`src/mesh_flood_learn_forwarder_defines.svh`:
```
// Assertion macros for the forwarder.
`ifndef MESH_FLOOD_LEARN_FORWARDER_DEFINES_SVH
`define MESH_FLOOD_LEARN_FORWARDER_DEFINES_SVH

// Same-cycle implication, quiet during reset.
`define MFLF_ASSERT_NOW(label, ante, cons, msg) \
  label: assert property (@(posedge clk) disable iff (rst) (ante) |-> (cons)) \
    else $error(msg);

// Next-cycle implication, quiet during reset.
`define MFLF_ASSERT_NEXT(label, ante, cons, msg) \
  label: assert property (@(posedge clk) disable iff (rst) (ante) |=> (cons)) \
    else $error(msg);

`endif

```
`src/mflf_pkg.sv`:
```
package mflf_pkg;

  localparam int NUM_PORTS = 8;

  localparam logic [2:0] KIND_DATA    = 3'd0;
  localparam logic [2:0] KIND_CONFIRM = 3'd1;
  localparam logic [2:0] KIND_TICK    = 3'd2;
  localparam logic [2:0] KIND_UP      = 3'd3;
  localparam logic [2:0] KIND_DOWN    = 3'd4;

  localparam logic [2:0] ACT_NONE    = 3'd0;
  localparam logic [2:0] ACT_REPLY   = 3'd1;
  localparam logic [2:0] ACT_UNICAST = 3'd2;
  localparam logic [2:0] ACT_FLOOD   = 3'd3;
  localparam logic [2:0] ACT_DROP    = 3'd4;

  localparam logic [1:0] ROLE_DEST = 2'd1;
  localparam logic [1:0] ROLE_SRC  = 2'd2;

  localparam logic CFG_ROLE     = 1'b0;
  localparam logic CFG_LIFETIME = 1'b1;

  localparam logic [15:0] LIFETIME_RESET = 16'd10;

  // Search token that walks the cell row, one cell per cycle.
  typedef struct packed {
    logic        vld;
    logic [2:0]  kind;
    logic [2:0]  port;
    logic [15:0] id;
    logic        tgt;
    logic        hit;      // an earlier cell held this id
    logic [2:0]  hit_src;  // source port of that entry
  } tok_t;

  // Write broadcast into the row (new tracker entry).
  typedef struct packed {
    logic        en;
    logic [15:0] id;
    logic [2:0]  src;
    logic [15:0] age;
  } wr_t;

  typedef struct packed {
    logic [2:0]  action;
    logic [7:0]  mask;
    logic        is_conf;
    logic [15:0] id;
    logic        tgt;
    logic        full;
  } res_t;

  function automatic logic [7:0] port_bit(input logic [2:0] p);
    logic [7:0] b;
    b = '0;
    if (int'(p) < NUM_PORTS) begin
      b = 8'd1 << p;
    end
    return b;
  endfunction

endpackage

```
`src/mesh_flood_learn_forwarder.sv`:
```
// Channel   Beat moves                                    Handshake
// -------   --------------------------------------------  -------------------
// in        kind, arrival_port, packet_id, target         in_valid/in_ready
// out       action, port_mask, out_is_confirm,            out_valid/out_ready
//           out_packet_id, out_target, tracker_full
// cfg       cfg_index, cfg_data                           cfg_wr_en (no wait)
//
// For every input beat, a search token walks the row of tracker cells one
// cell per cycle; then the decision is made and the new entry written. One
// beat is in flight at a time.
// Reset (synchronous, rst high) clears all tracker valid bits, routes and port
// states and restores the configuration defaults at once; no sweep is needed.
// A result waiting on out_ready does not block the next input beat; a second
// finished result parks in a hold register, and in_ready drops while it does.
`include "mesh_flood_learn_forwarder_defines.svh"

module mesh_flood_learn_forwarder import mflf_pkg::*; #(
  parameter int TRACKER_DEPTH = 16
) (
  input  logic        clk,
  input  logic        rst,
  // configuration
  input  logic        cfg_wr_en,
  input  logic        cfg_index,
  input  logic [15:0] cfg_data,
  // input beats
  input  logic        in_valid,
  output logic        in_ready,
  input  logic [2:0]  kind,
  input  logic [2:0]  arrival_port,
  input  logic [15:0] packet_id,
  input  logic        target,
  // result beats
  output logic        out_valid,
  input  logic        out_ready,
  output logic [2:0]  action,
  output logic [7:0]  port_mask,
  output logic        out_is_confirm,
  output logic [15:0] out_packet_id,
  output logic        out_target,
  output logic        tracker_full
);

  localparam int IDX_W = (TRACKER_DEPTH > 1) ? $clog2(TRACKER_DEPTH) : 1;

  // config registers
  logic [1:0]  fwd_role;
  logic [15:0] entry_lifetime;

  // forwarding state
  logic [7:0]  ports_active;
  logic [1:0]  route_valid;
  logic [2:0]  route_port [2];

  // flow control
  logic        busy;
  logic        hold_vld;
  res_t        out_res;
  res_t        hold_res;
  logic        in_accept;

  // cell row
  tok_t             tok_chain  [TRACKER_DEPTH+1];
  logic             free_chain [TRACKER_DEPTH+1];
  logic [IDX_W-1:0] fidx_chain [TRACKER_DEPTH+1];
  logic [TRACKER_DEPTH-1:0] chain_vld;
  wr_t              wr;
  tok_t             t_last;

  // decision
  res_t        res_calc;
  logic        reached;
  logic [7:0]  arr_bit;

  assign in_ready  = !busy && !hold_vld;
  assign in_accept = in_valid && in_ready;

  // token enters the first cell on the accepting edge
  always_comb begin
    tok_chain[0].vld     = in_accept;
    tok_chain[0].kind    = kind;
    tok_chain[0].port    = arrival_port;
    tok_chain[0].id      = packet_id;
    tok_chain[0].tgt     = target;
    tok_chain[0].hit     = 1'b0;
    tok_chain[0].hit_src = 3'd0;
  end
  assign free_chain[0] = 1'b0;
  assign fidx_chain[0] = '0;

  for (genvar i = 0; i < TRACKER_DEPTH; i++) begin : g_cell
    mflf_cell #(
      .IDX_W  (IDX_W),
      .MY_IDX (IDX_W'(i))
    ) u_cell (
      .clk          (clk),
      .rst          (rst),
      .tok_in       (tok_chain[i]),
      .free_in      (free_chain[i]),
      .free_idx_in  (fidx_chain[i]),
      .wr           (wr),
      .wr_idx       (fidx_chain[TRACKER_DEPTH]),
      .tok_out      (tok_chain[i+1]),
      .free_out     (free_chain[i+1]),
      .free_idx_out (fidx_chain[i+1])
    );
    assign chain_vld[i] = tok_chain[i+1].vld;
  end

  assign t_last = tok_chain[TRACKER_DEPTH];

  // Decision once the token has seen every entry.
  // hit: id already tracked; free_chain end: some slot is open,
  // fidx_chain end: lowest open slot.
  always_comb begin
    reached = ((fwd_role == ROLE_DEST) && t_last.tgt) ||
              ((fwd_role == ROLE_SRC) && !t_last.tgt);
    arr_bit = port_bit(t_last.port);
    res_calc = '0;
    wr.en  = 1'b0;
    wr.id  = t_last.id;
    wr.src = t_last.port;
    wr.age = entry_lifetime;
    case (t_last.kind)
      KIND_DATA: begin
        res_calc.id  = t_last.id;
        res_calc.tgt = t_last.tgt;
        if (reached) begin
          res_calc.action  = ACT_REPLY;
          res_calc.mask    = arr_bit;
          res_calc.is_conf = 1'b1;
        end else if (t_last.hit) begin
          res_calc.action = ACT_DROP;
        end else begin
          if (route_valid[t_last.tgt]) begin
            res_calc.action = ACT_UNICAST;
            res_calc.mask   = port_bit(route_port[t_last.tgt]);
          end else begin
            res_calc.action = ACT_FLOOD;
            res_calc.mask   = ports_active & ~arr_bit;
          end
          res_calc.full = !free_chain[TRACKER_DEPTH];
          wr.en         = t_last.vld && free_chain[TRACKER_DEPTH];
        end
      end
      KIND_CONFIRM: begin
        res_calc.id  = t_last.id;
        res_calc.tgt = t_last.tgt;
        if (t_last.hit) begin
          // the matching cell already freed itself as the token passed
          res_calc.action  = ACT_UNICAST;
          res_calc.mask    = port_bit(t_last.hit_src);
          res_calc.is_conf = 1'b1;
        end else begin
          res_calc.action = ACT_DROP;
        end
      end
      default: begin
        res_calc = '0;
      end
    endcase
  end

  // control, state and result registers
  always_ff @(posedge clk) begin
    if (rst) begin
      busy           <= 1'b0;
      out_valid      <= 1'b0;
      hold_vld       <= 1'b0;
      ports_active   <= '0;
      route_valid    <= '0;
      route_port[0]  <= 3'd0;
      route_port[1]  <= 3'd0;
      fwd_role       <= 2'd0;
      entry_lifetime <= LIFETIME_RESET;
    end else begin
      if (cfg_wr_en) begin
        case (cfg_index)
          CFG_ROLE:     fwd_role       <= cfg_data[1:0];
          CFG_LIFETIME: entry_lifetime <= cfg_data;
          default:      fwd_role       <= fwd_role;
        endcase
      end

      if (in_accept) begin
        busy <= 1'b1;
      end

      if (t_last.vld) begin
        busy <= 1'b0;
        case (t_last.kind)
          KIND_CONFIRM: begin
            if (t_last.hit) begin
              route_valid[t_last.tgt] <= 1'b1;
              route_port[t_last.tgt]  <= t_last.port;
            end
          end
          KIND_UP: begin
            ports_active <= ports_active | arr_bit;
          end
          KIND_DOWN: begin
            if (arr_bit != 8'd0) begin
              ports_active <= ports_active & ~arr_bit;
              if (route_valid[0] && (route_port[0] == t_last.port)) begin
                route_valid[0] <= 1'b0;
              end
              if (route_valid[1] && (route_port[1] == t_last.port)) begin
                route_valid[1] <= 1'b0;
              end
            end
          end
          default: begin
          end
        endcase

        if (!out_valid || out_ready) begin
          out_res   <= res_calc;
          out_valid <= 1'b1;
        end else begin
          hold_res <= res_calc;
          hold_vld <= 1'b1;
        end
      end else if (out_valid && out_ready) begin
        if (hold_vld) begin
          out_res  <= hold_res;
          hold_vld <= 1'b0;
        end else begin
          out_valid <= 1'b0;
        end
      end
    end
  end

  assign action         = out_res.action;
  assign port_mask      = out_res.mask;
  assign out_is_confirm = out_res.is_conf;
  assign out_packet_id  = out_res.id;
  assign out_target     = out_res.tgt;
  assign tracker_full   = out_res.full;

  // at most one token in the row
  `MFLF_ASSERT_NOW(a_one_token, 1'b1, $countones(chain_vld) <= 1, "two tokens in row")
  // a token leaves the row only for a beat in flight
  `MFLF_ASSERT_NOW(a_tok_busy, t_last.vld, busy, "token without beat in flight")
  // parked result only behind a waiting one
  `MFLF_ASSERT_NOW(a_hold_out, hold_vld, out_valid, "hold full while output empty")
  // one beat at a time
  `MFLF_ASSERT_NEXT(a_accept_block, in_accept, !in_ready, "ready right after accept")

endmodule

```
`src/mflf_cell.sv`:
```
module mflf_cell import mflf_pkg::*; #(
  parameter int               IDX_W  = 4,
  parameter logic [IDX_W-1:0] MY_IDX = '0
) (
  input  logic             clk,
  input  logic             rst,
  input  tok_t             tok_in,
  input  logic             free_in,
  input  logic [IDX_W-1:0] free_idx_in,
  input  wr_t              wr,
  input  logic [IDX_W-1:0] wr_idx,
  output tok_t             tok_out,
  output logic             free_out,
  output logic [IDX_W-1:0] free_idx_out
);

  logic        valid;
  logic [15:0] id;
  logic [2:0]  src;
  logic [15:0] age;
  logic        match;

  assign match = valid && (id == tok_in.id);

  // entry valid bit
  always_ff @(posedge clk) begin
    if (rst) begin
      valid <= 1'b0;
    end else if (wr.en && (wr_idx == MY_IDX)) begin
      valid <= 1'b1;
    end else if (tok_in.vld) begin
      if ((tok_in.kind == KIND_CONFIRM) && match && !tok_in.hit) begin
        valid <= 1'b0;
      end else if ((tok_in.kind == KIND_TICK) && valid && (age <= 16'd1)) begin
        valid <= 1'b0;
      end
    end
  end

  // entry payload
  always_ff @(posedge clk) begin
    if (wr.en && (wr_idx == MY_IDX)) begin
      id  <= wr.id;
      src <= wr.src;
      age <= wr.age;
    end else if (tok_in.vld && (tok_in.kind == KIND_TICK) && valid) begin
      age <= (age <= 16'd1) ? 16'd0 : age - 16'd1;
    end
  end

  // token hand-off
  always_ff @(posedge clk) begin
    if (rst) begin
      tok_out.vld <= 1'b0;
    end else begin
      tok_out.vld <= tok_in.vld;
    end
    tok_out.kind    <= tok_in.kind;
    tok_out.port    <= tok_in.port;
    tok_out.id      <= tok_in.id;
    tok_out.tgt     <= tok_in.tgt;
    tok_out.hit     <= tok_in.hit || match;
    tok_out.hit_src <= tok_in.hit ? tok_in.hit_src : src;
    free_out        <= free_in || !valid;
    free_idx_out    <= free_in ? free_idx_in : MY_IDX;
  end

endmodule
```
`config.mk`:
```
export PLATFORM = sky130hd
export DESIGN_NAME = mesh_flood_learn_forwarder
export DESIGN_NICKNAME = d
export VERILOG_FILES = /design/src/mflf_pkg.sv /design/src/mesh_flood_learn_forwarder.sv /design/src/mflf_cell.sv
export VERILOG_INCLUDE_DIRS = /design/src /design/src/src
export SDC_FILE = /design/constraint.sdc
export NUM_CORES = 2
export LEC_CHECK = 0
export ABC_CLOCK_PERIOD_IN_PS = 4750
export BUFFER_PORTS_ARGS = -buffer_cell sky130_fd_sc_hd__buf_2
export CAP_MARGIN = 10
export CORE_ASPECT_RATIO = 0.75
export CORE_UTILIZATION = 55
export DETAILED_ROUTE_END_ITERATION = 16
export PLACE_DENSITY = 0.81
export SLEW_MARGIN = 20
export SYNTH_ARGS = -nofsm -noshare
export SYNTH_HDL_FRONTEND = slang
export SYNTH_SLANG_ARGS = --single-unit
```
`constraint.sdc`:
```
create_clock -name clk -period 4.75 [get_ports clk]
set_input_delay 0.7125 -clock clk [delete_from_list [all_inputs] [get_ports clk]]
set_output_delay 0.7125 -clock clk [all_outputs]
set_load 0.05 [all_outputs]
```
==> reports/summary.txt <==
status: finished clean
Worst R2R Path Depth: 4
worst r2r dst: g_cell[13].u_cell.age[6]$_DFFE_PP_
EDFF count, synth: 626
largest net degree at the start of global routing: 48
Netlist Area Pre-Place: 45180 um2
core footprint: 80850 um2
Final TNS setup: 0 ns
CP startpoint: g_cell[15].u_cell.tok_out[25]$_DFF_P_
post-CTS sizing: 0
post-route ant nets: 0
crit path capture type: flop
CP Launch Type: flop
Worst Path Required: 5.03 ns
Tmin final: 3.436 ns
power density cells: 394.5 nW/um2
chip height: 250.2 um
initial antenna violation count: 0
commonest non-fill, non-tap cell in the layout: edfxtp_1
cts bufs inserted: 101
routed vias: 27290
syn nets: 3537
Slew @ Worst Pin: 1.106 ns
Clock Tree Buf Depth: 3
die width: 333.0 um
Hold Buf Count CTS: 0
fmax: 291.0 MHz
Routed WL per cell: 21.02 um
CTS sink count: 1186
Clock transition at path regs: 0.06 ns
hpwl dp: 65.96 mm
Setup-failing EPs final: 0
Post-DP Area: 46790 um2
flop-to-flop setup slack: 1.31 ns
Synth Instances: 3460
CTS tree: yes
Worst Skew: 0.06542 ns
DRT Pass-1 Iters: 7
DR DRC count: 0
top_reg_cell synth: edfxtp_1
count of input and output buffers: 76
count of cell types in the netlist: 76
#FFs+latches synth: 1186
CTS HTree Levels: 3
setup ws final: 1.314 ns
Power Total: 19.85 mW
DR iter-0 viols: 2690
pre-CTS WS: 1.471 ns
hold crit path type: in2reg
Seq/Total Area, Yosys: 66.42%
Clock Latency Late Sink: 0.71 ns
most frequent cells in the layout: 626 x edfxtp_1, 559 x dfxtp_1, 346 x nand2_1
# rows: 90
worst hold path endpoint: g_cell[0].u_cell.tok_out[23]$_DFF_P_
Hold Path Depth: 1
Final GP Congestion: 0.9249
YS warnings: 0
clk root buf: clkbuf_16
area growth from synthesis to layout: 11.35%
Post-Route WL: 99.20 mm
FF-to-FF Start: g_cell[15].u_cell.tok_out[25]$_DFF_P_
first-pass GRT wire length: 153.6 mm
P_leak: 17.35 nW
Slew Viols, Final: 0
Starting Density: 55.88%
CP Max Fanout: 25
post-CTS setup buffers: 0
Via density: 5.783
All-Layer GR Usage: 23.69%
max-cap violations: 0
ys async rst share: 0%
RSZ-0062 raised after global routing: false
average size of a mapped cell: 13.06 um2
Data arrival, critical path: 3.72 ns
critical path class: reg2reg
Final Hold Fails: 0
Worst slew margin: 26.11%
Final nets: 3648
share of layout cells above drive strength 1: 12.30%
Final period util: 72.34%
design area: 50310 um2
vias in the first global route: 26470
die area: 83310 um2
Peak VDD IR: 0.0002980 V
Hold Crit Start: arrival_port[2]
gr ovfl total: 0
IO Pins: 77
-- metrics by stage --
step                      instances  hold slack [ns]  utilization [%]
final                          4719           0.1163            62.22
after global placement         4526           0.3100            57.87
after floorplan                3460           0.3096                -
after detailed placement       4526           0.3121            57.87
after CTS                      4718          0.08204            62.19
after global routing           4718          0.08566            62.22
-- logic make-up after synthesis --
kind of cell / after synthesis / share of synthesized area [%]
xor gates and xnor gates: 453 / 8.782
and+or+nand+nor: 1112 / 13.67
muxes: 90 / 2.218
AOI/OAI and AO/OA: 413 / 6.347
buffers and inverters: 174 / 1.681
DFF: 1186 / 66.42
adders and majority gates: 32 / 0.8862
-- power by group --
group          internal (mW)  switching (mW)  total [mW]
registers               10.9           0.188        11.1
clock network           4.65            3.79        8.44
logic                  0.113           0.203       0.316
-- sequential cells by signal (all words and copies together) (netlist names), 2 cells and up, named ones only --
register	flops
g_cell.u_cell.tok_out	448
out_packet_id	16
port_mask	8
fwd_role	2
g_cell.u_cell.free_idx_out	49
entry_lifetime	16
g_cell.u_cell.age	256
g_cell.u_cell.valid	16
g_cell.u_cell.free_out	16
g_cell.u_cell.src	48
action	3
hold_res	30
route_valid	2
g_cell.u_cell.id	256
route_port	6
-- worst max path at each step --
| stage | slack [ns] | depth (start not counted) | endpoint |
|---|---|---|---|
| after floorplan | 0.86 | 4 | action[0]$_DFFE_PP_ |
| final | 1.31 | 4 | g_cell[13].u_cell.age[6]$_DFFE_PP_ |
| after detailed placement | 1.47 | 4 | g_cell[13].u_cell.age[4]$_DFFE_PP_ |
| after CTS | 1.40 | 4 | g_cell[13].u_cell.age[6]$_DFFE_PP_ |
| after global routing | 1.18 | 4 | g_cell[13].u_cell.age[10]$_DFFE_PP_ |
| after global placement | 1.61 | 4 | g_cell[13].u_cell.age[4]$_DFFE_PP_ |
-- cell type report --
class | count | area [um2]
inverters | 53 | 198.9
flip-flops and latches | 1186 | 30010
clock buffers | 147 | 3017
diodes | 1 | 2.502
repair buffers | 129 | 778.2
clock inverters | 45 | 475.5
multi-input cells | 2100 | 14500
well taps | 1058 | 1324
fillers | 5851 | 30540
-- critical path, stage by stage (launching register included) --
cell     delay (ns)
dfxtp_1        0.41
nor4_4         0.67
nand3_4        0.51
nor3_4         0.88
a21o_1         0.56
-- cells in the mapped netlist, types with 15 or more instances --
| master | instances | area, um2 |
|---|---|---|
| mux2_2 | 81 | 912.1 |
| nor2b_1 | 28 | 175.2 |
| ha_1 | 32 | 400.4 |
| dfxtp_1 | 560 | 11210 |
| a21o_1 | 43 | 322.8 |
| nor3_1 | 104 | 520.5 |
| or3_1 | 29 | 181.4 |
| nor2_1 | 130 | 488.0 |
| o31ai_1 | 161 | 1209 |
| and2_1 | 45 | 281.5 |
| buf_2 | 43 | 215.2 |
| o21ai_0 | 60 | 300.3 |
| edfxtp_1 | 626 | 18800 |
| xnor2_1 | 188 | 1647 |
| a21oi_1 | 51 | 255.2 |
| nor3b_1 | 18 | 135.1 |
| inv_1 | 53 | 198.9 |
| nand4_1 | 42 | 262.8 |
| nor4_1 | 92 | 575.6 |
| and3_1 | 16 | 100.1 |
| nand2_1 | 346 | 1299 |
| nand2b_1 | 54 | 337.8 |
| or4_1 | 26 | 195.2 |
| nand3b_1 | 15 | 112.6 |
| nand3_1 | 47 | 235.2 |
| clkbuf_1 | 60 | 225.2 |
| xor2_1 | 265 | 2321 |
| nor4bb_1 | 29 | 290.3 |
-- per-layer routing --
layer  GRT usage, %  up-vias  part of all wire (%)
met2          36.54     1104                    45
met3          5.032      205                   8.8
met1          33.64    13200                    44
li1               -    12780                     -
met4          7.334        0                   2.9
met5              0        -                     0
Power figures use the tool's default switching activity.
